File: src/rtl/qddb_pkg.sv
package qddb_pkg;

    localparam int NUM_ENCODERS_DEF = 8;
    localparam int MAX_ENCODERS     = 8;
    localparam int WORD_W           = 16;
    localparam int PAIR_W           = 2;
    localparam int MASK_W           = 8;
    localparam int ACC_W            = 4;
    localparam int DETENT_W         = 3;

    localparam logic [DETENT_W-1:0] DETENT_RESET   = 3'd4;
    localparam logic [WORD_W-1:0]   WORD_RESET     = '1;
    localparam logic [PAIR_W-1:0]   PAIR_MASK      = 2'h3;

    typedef logic signed [1:0] dir_t;

    localparam dir_t DIR_NONE  = 2'sb00;
    localparam dir_t DIR_PLUS  = 2'sb01;
    localparam dir_t DIR_MINUS = 2'sb11;

    typedef struct packed {
        logic step;
        logic up;
    } lane_res_t;

    // Row is the old pair state, column the new one.
    function automatic dir_t quad_dir(input logic [PAIR_W-1:0] old_pair,
                                      input logic [PAIR_W-1:0] new_pair);
        dir_t d;
        d = DIR_NONE;
        case ({old_pair, new_pair})
            4'b00_01: d = DIR_MINUS;
            4'b00_10: d = DIR_PLUS;
            4'b01_00: d = DIR_PLUS;
            4'b01_11: d = DIR_MINUS;
            4'b10_00: d = DIR_MINUS;
            4'b10_11: d = DIR_PLUS;
            4'b11_01: d = DIR_PLUS;
            4'b11_10: d = DIR_MINUS;
            default:  d = DIR_NONE;
        endcase
        return d;
    endfunction

endpackage

File: src/rtl/qddb_ifs.sv
interface qddb_in_if;
    logic                          valid;
    logic                          ready;
    logic [qddb_pkg::WORD_W-1:0]   pin_word;
    logic                          read_ok;

    modport source (output valid, output pin_word, output read_ok, input ready);
    modport sink   (input valid, input pin_word, input read_ok, output ready);
endinterface

interface qddb_out_if;
    logic                          valid;
    logic                          ready;
    logic [qddb_pkg::MASK_W-1:0]   step_mask;
    logic [qddb_pkg::MASK_W-1:0]   step_up_mask;

    modport source (output valid, output step_mask, output step_up_mask, input ready);
    modport sink   (input valid, input step_mask, input step_up_mask, output ready);
endinterface

File: src/rtl/qddb_lane.sv
module qddb_lane (
    input  logic                              clk,
    input  logic                              rst_n,
    input  logic                              advance,
    input  logic                              capture,
    input  logic [qddb_pkg::PAIR_W-1:0]       pair_now,
    input  logic [qddb_pkg::DETENT_W-1:0]     detent,
    output qddb_pkg::lane_res_t               res
);

    localparam int AccW = qddb_pkg::ACC_W;

    logic [qddb_pkg::PAIR_W-1:0]  pair_reg;
    logic [qddb_pkg::PAIR_W-1:0]  pair_next;
    logic signed [AccW-1:0]       acc_reg;
    logic signed [AccW-1:0]       acc_next;

    qddb_pkg::dir_t               dir;
    logic                         changed;
    logic signed [AccW-1:0]       dir_ext;
    logic signed [AccW-1:0]       acc_sum;
    logic signed [AccW-1:0]       detent_pos;
    logic signed [AccW-1:0]       detent_neg;
    logic                         hit;
    logic                         moving;

    always_comb
    begin
        changed    = (pair_now & qddb_pkg::PAIR_MASK) != pair_reg;
        dir        = qddb_pkg::quad_dir(pair_reg, pair_now);
        dir_ext    = {{(AccW-2){dir[1]}}, dir};
        acc_sum    = acc_reg + dir_ext;
        detent_pos = {{(AccW-qddb_pkg::DETENT_W){1'b0}}, detent};
        detent_neg = -detent_pos;
        // count of zero behaves like one: every transition hits
        hit        = (acc_sum >= detent_pos) || (acc_sum <= detent_neg);
        moving     = advance && changed && (dir != qddb_pkg::DIR_NONE);

        pair_next = pair_reg;
        acc_next  = acc_reg;
        if (capture || (advance && changed))
        begin
            pair_next = pair_now;
        end
        if (moving)
        begin
            acc_next = hit ? '0 : acc_sum;
        end

        res.step = moving && hit;
        res.up   = moving && hit && (acc_sum > 0);
    end

    always_ff @(posedge clk or negedge rst_n)
    begin
        if (!rst_n)
        begin
            pair_reg <= '0;
            acc_reg  <= '0;
        end
        else
        begin
            pair_reg <= pair_next;
            acc_reg  <= acc_next;
        end
    end

endmodule

File: src/rtl/qddb_merge.sv
module qddb_merge #(
    parameter int NUM_ENCODERS = qddb_pkg::NUM_ENCODERS_DEF
) (
    input  logic                  clk,
    input  logic                  rst_n,
    input  logic                  accept,
    input  qddb_pkg::lane_res_t   lane_res [NUM_ENCODERS],
    output logic                  can_take,
    qddb_out_if.source            result
);

    logic                          valid_reg;
    logic                          valid_next;
    logic [qddb_pkg::MASK_W-1:0]   step_reg;
    logic [qddb_pkg::MASK_W-1:0]   up_reg;
    logic [qddb_pkg::MASK_W-1:0]   step_vec;
    logic [qddb_pkg::MASK_W-1:0]   up_vec;

    genvar k;
    generate
        for (k = 0; k < qddb_pkg::MASK_W; k++)
        begin : g_bit
            if (k < NUM_ENCODERS)
            begin : g_lane
                assign step_vec[k] = lane_res[k].step;
                assign up_vec[k]   = lane_res[k].up;
            end
            else
            begin : g_none
                assign step_vec[k] = 1'b0;
                assign up_vec[k]   = 1'b0;
            end
        end
    endgenerate

    // output register frees up in the same cycle it is drained
    assign can_take = !valid_reg || result.ready;

    always_comb
    begin
        valid_next = valid_reg;
        if (accept)
        begin
            valid_next = 1'b1;
        end
        else if (result.ready)
        begin
            valid_next = 1'b0;
        end
    end

    always_ff @(posedge clk or negedge rst_n)
    begin
        if (!rst_n)
        begin
            valid_reg <= 1'b0;
        end
        else
        begin
            valid_reg <= valid_next;
        end
    end

    always_ff @(posedge clk)
    begin
        if (accept)
        begin
            step_reg <= step_vec;
            up_reg   <= up_vec;
        end
    end

    assign result.valid        = valid_reg;
    assign result.step_mask    = step_reg;
    assign result.step_up_mask = up_reg;

endmodule

File: src/rtl/quadrature_detent_decoder_bank_top.sv
// Channel   Dir  Payload                         Handshake
// sample    in   pin_word[15:0], read_ok         valid / ready
// result    out  step_mask[7:0], step_up_mask    valid / ready
// cfg       in   cfg_data[2:0] detent count      cfg_we, no wait
//
// One request per cycle unless stalled; masks follow in the cycle after accept.
// Each encoder lane holds its pair state and accumulator in registers.
// Reset clears all lanes, sets the last good word to all ones, count to 4.
// First request after reset just captures pairs (if read_ok); masks are zero.
// sample.ready drops only while a result sits unread and result.ready is low.
module quadrature_detent_decoder_bank_top #(
    parameter int NUM_ENCODERS = qddb_pkg::NUM_ENCODERS_DEF
) (
    input  logic                              clk,
    input  logic                              rst_n,
    input  logic                              cfg_we,
    input  logic [qddb_pkg::DETENT_W-1:0]     cfg_data,
    qddb_in_if.sink                           sample,
    qddb_out_if.source                        result
);

    logic [qddb_pkg::DETENT_W-1:0]  detent_reg;
    logic [qddb_pkg::WORD_W-1:0]    last_good_reg;
    logic [qddb_pkg::WORD_W-1:0]    last_good_next;
    logic                           primed_reg;
    logic                           primed_next;

    logic                           accept;
    logic                           can_take;
    logic [qddb_pkg::WORD_W-1:0]    word;
    logic                           advance;
    logic                           capture;

    qddb_pkg::lane_res_t            lane_res [NUM_ENCODERS];

    assign sample.ready = can_take;
    assign accept       = sample.valid && can_take;
    // a bad read replays the last good word, so no pair moves
    assign word         = sample.read_ok ? sample.pin_word : last_good_reg;
    assign advance      = accept && primed_reg;
    assign capture      = accept && !primed_reg && sample.read_ok;

    always_comb
    begin
        last_good_next = last_good_reg;
        primed_next    = primed_reg;
        if (accept)
        begin
            primed_next = 1'b1;
            if (sample.read_ok)
            begin
                last_good_next = sample.pin_word;
            end
        end
    end

    always_ff @(posedge clk or negedge rst_n)
    begin
        if (!rst_n)
        begin
            detent_reg    <= qddb_pkg::DETENT_RESET;
            last_good_reg <= qddb_pkg::WORD_RESET;
            primed_reg    <= 1'b0;
        end
        else
        begin
            if (cfg_we)
            begin
                detent_reg <= cfg_data;
            end
            last_good_reg <= last_good_next;
            primed_reg    <= primed_next;
        end
    end

    genvar k;
    generate
        for (k = 0; k < NUM_ENCODERS; k++)
        begin : g_lane
            qddb_lane u_lane (
                .clk      (clk),
                .rst_n    (rst_n),
                .advance  (advance),
                .capture  (capture),
                .pair_now (word[qddb_pkg::PAIR_W*k +: qddb_pkg::PAIR_W]),
                .detent   (detent_reg),
                .res      (lane_res[k])
            );
        end
    endgenerate

    qddb_merge #(
        .NUM_ENCODERS (NUM_ENCODERS)
    ) u_merge (
        .clk      (clk),
        .rst_n    (rst_n),
        .accept   (accept),
        .lane_res (lane_res),
        .can_take (can_take),
        .result   (result)
    );

endmodule
File: src/flat_wrapper.sv
// flat-port wrapper written by rule: the top's interface ports become plain ports
module quadrature_detent_decoder_bank_top_flat 
#(
    parameter int NUM_ENCODERS = qddb_pkg::NUM_ENCODERS_DEF
)
  (clk, rst_n, cfg_we, cfg_data, sample_valid, sample_pin_word, sample_read_ok, sample_ready, result_valid, result_step_mask, result_step_up_mask, result_ready);
  qddb_in_if sample_i ();
  qddb_out_if result_i ();
  input  logic clk;
  input  logic rst_n;
  input  logic cfg_we;
  input  logic [qddb_pkg::DETENT_W-1:0] cfg_data;
  input wire logic [$bits(sample_i.valid)-1:0] sample_valid;
  input wire logic [$bits(sample_i.pin_word)-1:0] sample_pin_word;
  input wire logic [$bits(sample_i.read_ok)-1:0] sample_read_ok;
  output wire logic [$bits(sample_i.ready)-1:0] sample_ready;
  output wire logic [$bits(result_i.valid)-1:0] result_valid;
  output wire logic [$bits(result_i.step_mask)-1:0] result_step_mask;
  output wire logic [$bits(result_i.step_up_mask)-1:0] result_step_up_mask;
  input wire logic [$bits(result_i.ready)-1:0] result_ready;
  assign sample_i.valid = sample_valid;
  assign sample_i.pin_word = sample_pin_word;
  assign sample_i.read_ok = sample_read_ok;
  assign sample_ready = sample_i.ready;
  assign result_valid = result_i.valid;
  assign result_step_mask = result_i.step_mask;
  assign result_step_up_mask = result_i.step_up_mask;
  assign result_i.ready = result_ready;
  quadrature_detent_decoder_bank_top #(.NUM_ENCODERS(NUM_ENCODERS)) u_core (.clk(clk), .rst_n(rst_n), .cfg_we(cfg_we), .cfg_data(cfg_data), .sample(sample_i), .result(result_i));
endmodule
File: config.mk
export PLATFORM = sky130hd
export DESIGN_NAME = quadrature_detent_decoder_bank_top_flat
export DESIGN_NICKNAME = d
export VERILOG_FILES = /design/src/rtl/qddb_pkg.sv /design/src/rtl/qddb_ifs.sv /design/src/rtl/qddb_lane.sv /design/src/rtl/qddb_merge.sv /design/src/rtl/quadrature_detent_decoder_bank_top.sv /design/src/flat_wrapper.sv
export SDC_FILE = /design/constraint.sdc
export NUM_CORES = 1
export LEC_CHECK = 0
export BUFFER_PORTS_ARGS = -buffer_cell sky130_fd_sc_hd__buf_2
export CORE_MARGIN = 2
export CORE_UTILIZATION = 30
export DETAILED_ROUTE_END_ITERATION = 8
export PLACE_DENSITY_LB_ADDON = 0.2
export SETUP_SLACK_MARGIN = 0.1
export SLEW_MARGIN = 0
export SYNTH_ARGS = -nofsm -noshare
export SYNTH_HDL_FRONTEND = slang
export SYNTH_SLANG_ARGS = --single-unit
File: constraint.sdc
create_clock -name clk -period 4.3 [get_ports clk]
set_clock_uncertainty 0.1 [all_clocks]
set_input_delay 0.215 -clock clk [delete_from_list [all_inputs] [get_ports clk]]
set_output_delay 0.215 -clock clk [all_outputs]
set_load 0.03 [all_outputs]
==> key figures, run 1 <==
Run status
  • Status: finished, final reports clean

Synth
  • Synth Instances: 639
  • Post-Syn Area: 0.00683 sq mm
  • Share of the yosys chip area belonging to registers: 0.326
  • EDFF count, synth: 16
  • Post-synthesis register bit count: 85
  • Mapped Nets: 776
  • Top cells by area, synth: dfrtp_1 19%, ha_1 19%, edfxtp_1 7.0%
  • Fraction of registers with async set/reset: 0.812
  • Commonest cells post-synth: 104 x ha_1, 70 x inv_1, 69 x nand2_1, 52 x dfrtp_1, 44 x o21ai_0
  • Yosys warning total: 0
  • Area leader, netlist: dfrtp_1
  • Mapped Avg Cell Area: 10.7 sq um
  • Most frequent cell after synthesis: ha_1
  • Synth cell types: 39
  • Synth top area share: 0.191
  • Main flop type after synthesis: dfrtp_1

Global route
  • Total Routing Usage GR: 0.140
  • First-pass GRT wire length: 26.5 mm
  • Gr ovfl total: 0
  • Initial antenna violation count: 1
  • Pin count of the biggest net entering global routing: 44
  • Vias in the first global route: 5165

Clock tree
  • CTS Hold Bufs: 6
  • Clock transition at path regs: 0.07 ns
  • CTS sink cnt: 85
  • Clock latency on the worst-skew pair: 0.34 ns
  • Post-CTS setup repair buffer count: 0
  • H-tree lvl count: 3
  • Max clock buf depth: 2
  • Cts repair resizes: 0
  • Clock Root Buffer: clkbuf_16
  • CTS Buf Count: 9
  • CTS tree: done

Final layout
  • Design Area, Final: 0.00803 sq mm
  • Multi-input logic area: 0.00423 sq mm
  • Post-layout nets: 867
  • Area grow syn2layout: 17.6%
  • Layout cells sized above 1: 0.276
  • Final core utilization: 0.357
  • Flip-flop count of the largest register after layout: 32
  • Filler cells: 2222
  • Register area: 0.00223 sq mm
  • Non-Filler Instances: 1021

Critical path
  • Critical path, cell by cell: mux2i_2 > ha_1 > xnor2_1 > xnor2_1 > ha_1 > inv_1 > fa_1 > inv_1 > ha_1 > nor2b_1 > o21ai_0 > a32o_1 > mux2i_1 > buf_4 > nand2_4 > o31ai_2
  • Top cell by count, worst path: ha_1
  • Slowest cell on the critical path: fa_1
  • Bufs and invs on worst path: 3
  • Setup crit start kind: flop
  • CP peak stage delay: 0.53 ns
  • Critical path peak fanout: 5
  • WP data required: 4.44 ns
  • CP delay by family, top: adder cells
  • Flop-to-flop setup slack: 0.38 ns
  • Setup Crit Path Kind: reg -> reg
  • Worst setup EP type: flop
  • Crit path DAT: 4.06 ns

Placed design
  • HPWL after DPL: 11.8 mm
  • Area post-placement: 0.00769 sq mm
  • Pre-CTS setup slack: 0.183 ns
  • Placed cells: 998
  • Buffers on Ports: 42
  • RD Place Congestion: 0.817

STA
  • Worst slew pin tran: 0.696 ns
  • Final slew viol count: 0
  • Final hold vios: 0
  • Final period util: 0.912
  • Relative slew slack: 0.536
  • Highest clock rate: 255 MHz
  • RSZ-0062 raised after global routing: false
  • # setup viols final: 0
  • Time the worst path needs with I/O delays and setup: 3.92 ns
  • Final TNS setup: 0 ns
  • Final worst slack: 0.378 ns
  • Hold_ws: 0.0274 ns

Drt
  • DRC Markers: 0
  • Drt via density: 4.67
  • Post-route ant nets: 0
  • Routed wire length: 15.9 mm
  • Initial DRC Count: 154
  • Pre-antenna DRT Iters: 6
  • Via count: 4771
  • Routed WL per cell: 15.5 um

Floorplanning
  • I/O pins: 43
  • Core box area: 0.0225 sq mm
  • Starting density of the core: 0.303
  • Row count: 55
  • Die height: 155 um
  • Die extent in x: 155 um
  • Die ar.: 0.0240 sq mm

Power and ir drop
  • Leak: 3.91 nW
  • Worst VDD drop: 0.214 mV
  • Pwr Density: 722 mW/mm^2
  • Overall power: 5.80 mW

Hold path
  • Hold Path Class: in -> reg

Job
  • Max-cap viol count: 0
worst register-to-register path, cell delays in order (launching register included):
cell	delay [ns]
dfstp_2	0.37
mux2i_2	0.31
ha_1	0.32
xnor2_1	0.14
xnor2_1	0.25
ha_1	0.24
inv_1	0.06
fa_1	0.53
inv_1	0.09
ha_1	0.30
nor2b_1	0.14
o21ai_0	0.08
a32o_1	0.22
mux2i_1	0.24
buf_4	0.18
nand2_4	0.06
o31ai_2	0.20
final timing paths:
check	depth (start not counted)	to	from
max reg2reg	16	u_core.g_lane[2].u_lane.acc_reg[2]	u_core.last_good_reg[5]
max	16	u_core.g_lane[2].u_lane.acc_reg[2]	u_core.last_good_reg[5]
min reg2reg	2	u_core.last_good_reg[4]	u_core.last_good_reg[4]
min in group asynchronous	2	u_core.g_lane[5].u_lane.acc_reg[3]	rst_n
max in group asynchronous	3	u_core.g_lane[2].u_lane.pair_reg[0]	rst_n
min	2	u_core.detent_reg[0]	cfg_we
layer usage:
metal	track usage	share of wire	vias to the layer above
met5	0	0	-
met4	0.0476	0.020	0
met3	0.0179	0.020	17
met2	0.243	0.49	46
met1	0.179	0.47	2317
li1	-	-	2391
power breakdown:
group	switching (mW)	internal, mW
Combinational	2.11	1.74
Sequential	0.142	1.05
Clock	0.341	0.419
area by class of cell:
| type | count | share of cell area |
|---|---|---|
| flip-flops and latches | 85 | 0.278 |
| multi-input cells | 461 | 0.527 |
| inverters | 77 | 0.0360 |
| clock inverters | 5 | 0.00312 |
| repair buffers | 96 | 0.0801 |
| diodes | 1 | 0.000312 |
| clock buffers | 11 | 0.0315 |
| well taps | 285 | 0.0444 |
cells in the final DEF, fill, tap and decap left out, drive strengths merged, types with 2 or more instances in the layout:
cell,Yosys,layout
buf,10,90
a211o,8,8
ha,104,104
clkinv,0,5
a32o,7,7
o21ai,59,59
dfstp,17,17
nand2b,18,18
a21oi,23,23
edfxtp,16,16
mux2i,23,23
o31ai,24,24
nor2b,16,16
mux4,8,8
xnor2,24,24
clkbuf,6,11
inv,77,77
nor3,2,2
xnor3,8,8
nand2,76,76
o311a,7,7
a21o,9,9
fa,8,8
dlygate4sd3,0,6
nor2,15,15
dfrtp,52,52
xor2,17,17
kinds of logic after synthesis:
kind of cell / synth area share
AOI/OAI and AO/OA: 0.165
and+or+nand+nor: 0.0955
adders and majority gates: 0.214
buffers and inverters: 0.0543
DFF: 0.326
xor gates and xnor gates: 0.0805
muxes: 0.0640
Power figures use the tool's default switching activity.
==> run 2: changes to the inputs <==
--- a/config.mk
+++ b/config.mk
@@ -9,6 +9,7 @@
 export CORE_MARGIN = 2
 export CORE_UTILIZATION = 30
 export DETAILED_ROUTE_END_ITERATION = 8
+export GPL_ROUTABILITY_DRIVEN = 0
 export PLACE_DENSITY_LB_ADDON = 0.2
 export SETUP_SLACK_MARGIN = 0.1
 export SLEW_MARGIN = 0
==> constraint.sdc (replaced) <==
create_clock -name clk -period 4.3 [get_ports clk]
set_clock_uncertainty 0.1 [all_clocks]
set_input_delay 0.43 -clock clk [delete_from_list [all_inputs] [get_ports clk]]
set_output_delay 0.43 -clock clk [all_outputs]
set_load 0.1 [all_outputs]
==> run 2 against run 1 <==
Clock power up 2%. Global-route usage down 0.60 points. Largest power group unchanged. Critical path depth up 2. Sequential share of layout area up 0.34 points. Largest cell class unchanged. First-iteration DRC count down 14%. Critical endpoint is now u_core.g_lane[6].u_lane.acc_reg[2]. Register-to-register slack better by 0.03 ns. Cell count down 1.3%. Non-clock buffer count down 12.
==> key figures, run 2 (synthesis gave the netlist of run 1 again) <==
Final layout
  • Layout cells sized above 1: 0.268 (-0.00786)
  • Non-Filler Instances: 1008 (-1.3%)
  • Commonest non-fill, non-tap cell in the layout: ha_1
  • Post-layout nets: 855 (-1.4%)
  • Design Area, Final: 0.00793 sq mm (-1.2%)
  • Flip-flop count of the largest register after layout: 32 (unchanged)
  • Area grow syn2layout: 16.2%
  • Antenna Diode Count: 0 (-1)
  • Most frequent cells in the layout: 104 x ha_1, 70 x inv_1, 69 x nand2_1, 52 x dfrtp_1, 43 x o21ai_0

Floorplanning
  • Die ar.: 0.0240 sq mm (unchanged)
  • Die extent in x: 155 um (unchanged)
  • Row count: 55 (unchanged)
  • Core box area: 0.0225 sq mm (unchanged)
  • Die height: 155 um (unchanged)
  • I/O pins: 43 (unchanged)
  • Starting density of the core: 0.303 (unchanged)

Placed design
  • Area post-placement: 0.00764 sq mm (-0.59%)
  • HPWL after DPL: 11.5 mm (-2.5%)
  • Placed cells: 992 (-0.60%)
  • Buffers on Ports: 42 (unchanged)

Clock tree
  • H-tree lvl count: 3 (unchanged)
  • Clock Root Buffer: clkbuf_16
  • CTS Buf Count: 9 (unchanged)
  • Max clock buf depth: 2 (unchanged)
  • CTS tree: done
  • Post-CTS setup repair buffer count: 0 (unchanged)
  • CTS sink cnt: 85 (unchanged)
  • Clock transition at path regs: 0.07 ns (about the same)
  • Clock latency on the worst-skew pair: 0.34 ns (about the same)

Drt
  • Drt via density: 4.65 (-0.51%)
  • Via count: 4686 (-1.8%)
  • Routed WL per cell: 15.2 um (-2.3%)
  • Post-route ant nets: 0 (unchanged)
  • Initial DRC Count: 132 (-14%)
  • Pre-antenna DRT Iters: 4 (-2)
  • Routed wire length: 15.3 mm (-3.5%)
  • DRC Markers: 0 (unchanged)

Critical path
  • Setup crit start kind: input port
  • Critical path peak fanout: 8 (+3)
  • Crit path DAT: 4.08 ns (+0.02 ns)
  • Worst setup EP type: flop
  • WP data required: 4.45 ns (about the same)
  • Setup Crit Path Kind: in -> reg

Hold path
  • Hold Path Class: in -> async

Power and ir drop
  • Share of power burned in registers: 0.203 (-0.002)
  • Sw Pwr: 2.68 mW (+3.4%)
  • Combinational power share: 0.664 (about the same)
  • Pwr Density: 738 mW/mm^2 (+2.2%)
  • Overall power: 5.85 mW (+0.96%)
  • Clk network pwr share: 0.133 (+0.002)
  • Leak: 3.84 nW (-1.6%)
  • Pint: 3.17 mW (-1.1%)
  • Switching Share: 0.458 (+0.0110)
  • Worst VDD drop: 0.168 mV (-21%)

Global route
  • Gr ovfl total: 0 (unchanged)
  • First-pass GRT wire length: 25.1 mm (-5.2%)
  • Vias in the first global route: 4976 (-3.7%)
  • Initial antenna violation count: 0 (-1)
  • Total Routing Usage GR: 0.134 (-0.00603)
  • Pin count of the biggest net entering global routing: 37 (-16%)

STA
  • Final hold vios: 0 (unchanged)
  • RSZ-0062 raised after global routing: false
  • Time the worst path needs with I/O delays and setup: 3.93 ns (+0.00557 ns)
  • Final period util: 0.913 (+0.00130)
  • Final TNS setup: 0 ns (unchanged)
  • Hold_ws: 0.127 ns (+0.0997 ns)
  • Relative slew slack: 0.374 (-0.162)
  • # setup viols final: 0 (unchanged)
  • Worst slew pin tran: 0.939 ns (+0.243 ns)
  • Final slew viol count: 0 (unchanged)
  • Highest clock rate: 255 MHz (-0.14%)

Job
  • Max-cap viol count: 0 (unchanged)

Run status
  • Status: finished, final reports clean
[run 2: cell types whose count changed in the layout (fill, tap and decap cells not counted)]
cell	delta
clkbuf_8	-1
clkinv_2	-4
buf_4	-6
mux2i_1	-1
clkbuf_16	+1
mux2i_2	+1
diode_2	-1
dlygate4sd3_1	-6
clkbuf_1	+4
[run 2: cell type report]
cell class              instances  area (sq um)
flip-flops and latches         85          2230
inverters                      77           289
clock inverters                 1          5.00
fillers                      2220         14600
well taps                     285           357
repair buffers                 84           538
clock buffers                  15           279
multi-input cells             461          4230
[run 2: critical path, stage by stage]
cell,delay (ns)
buf_2,0.11
buf_4,0.22
mux2i_2,0.32
inv_1,0.11
ha_1,0.22
mux4_2,0.53
ha_1,0.29
a21o_1,0.18
a21oi_1,0.17
xnor3_2,0.33
inv_1,0.09
ha_1,0.17
nor2_1,0.05
a32o_1,0.20
mux2i_1,0.24
buf_4,0.18
nand2_4,0.06
o31ai_2,0.18
[run 2: final timing paths]
| kind | slack, ns | from | depth (start not counted) | to |
|---|---|---|---|---|
| min | 0.13 | rst_n | 1 | u_core.g_lane[4].u_lane.acc_reg[3] |
| min in group clk | 0.21 | sample_valid | 2 | u_core.u_merge.result.valid |
| max reg2reg | 0.41 | u_core.last_good_reg[0] | 15 | u_core.u_merge.result.step_up_mask[0] |
| max | 0.37 | sample_read_ok | 18 | u_core.g_lane[6].u_lane.acc_reg[2] |
| max in group asynchronous | 2.91 | rst_n | 2 | u_core.last_good_reg[4] |
| min reg2reg | 0.38 | u_core.last_good_reg[2] | 2 | u_core.last_good_reg[2] |
[run 2: what timing repair did]
item | CTS | global route
endpoints found under the setup margin | 0 | 1
resized for setup | 0 | 1
hold buffers | 0 | 0
[run 2: metrics by stage]
stage,worst slack (ns),utilization
after floorplan,0.129,-
after global placement,0.0857,0.340
after detailed placement,-0.0277,0.340
after CTS,0.333,0.352
after global routing,0.124,0.352
final,0.372,0.352
[run 2: power by group through the flow]
stage / Combinational (mW) / Sequential, mW / Clock [mW]
2_1_floorplan: 2.76 / 1.36 / 0
3_3_place_gp: 3.76 / 1.19 / 0
3_5_place_dp: 3.89 / 1.20 / 0
4_1_cts: 3.91 / 1.19 / 0.809
5_1_grt: 4.31 / 1.21 / 0.849
6_report: 3.89 / 1.19 / 0.778
[run 2: per-layer routing]
layer  GRT usage  share of wire  wire length, um  vias up
li1            -              -                -     2373
met3      0.0165          0.021              325       11
met4      0.0432          0.013              199        0
met1       0.171           0.48             7330     2257
met2       0.234           0.49             7440       45
met5           0              0                0        -
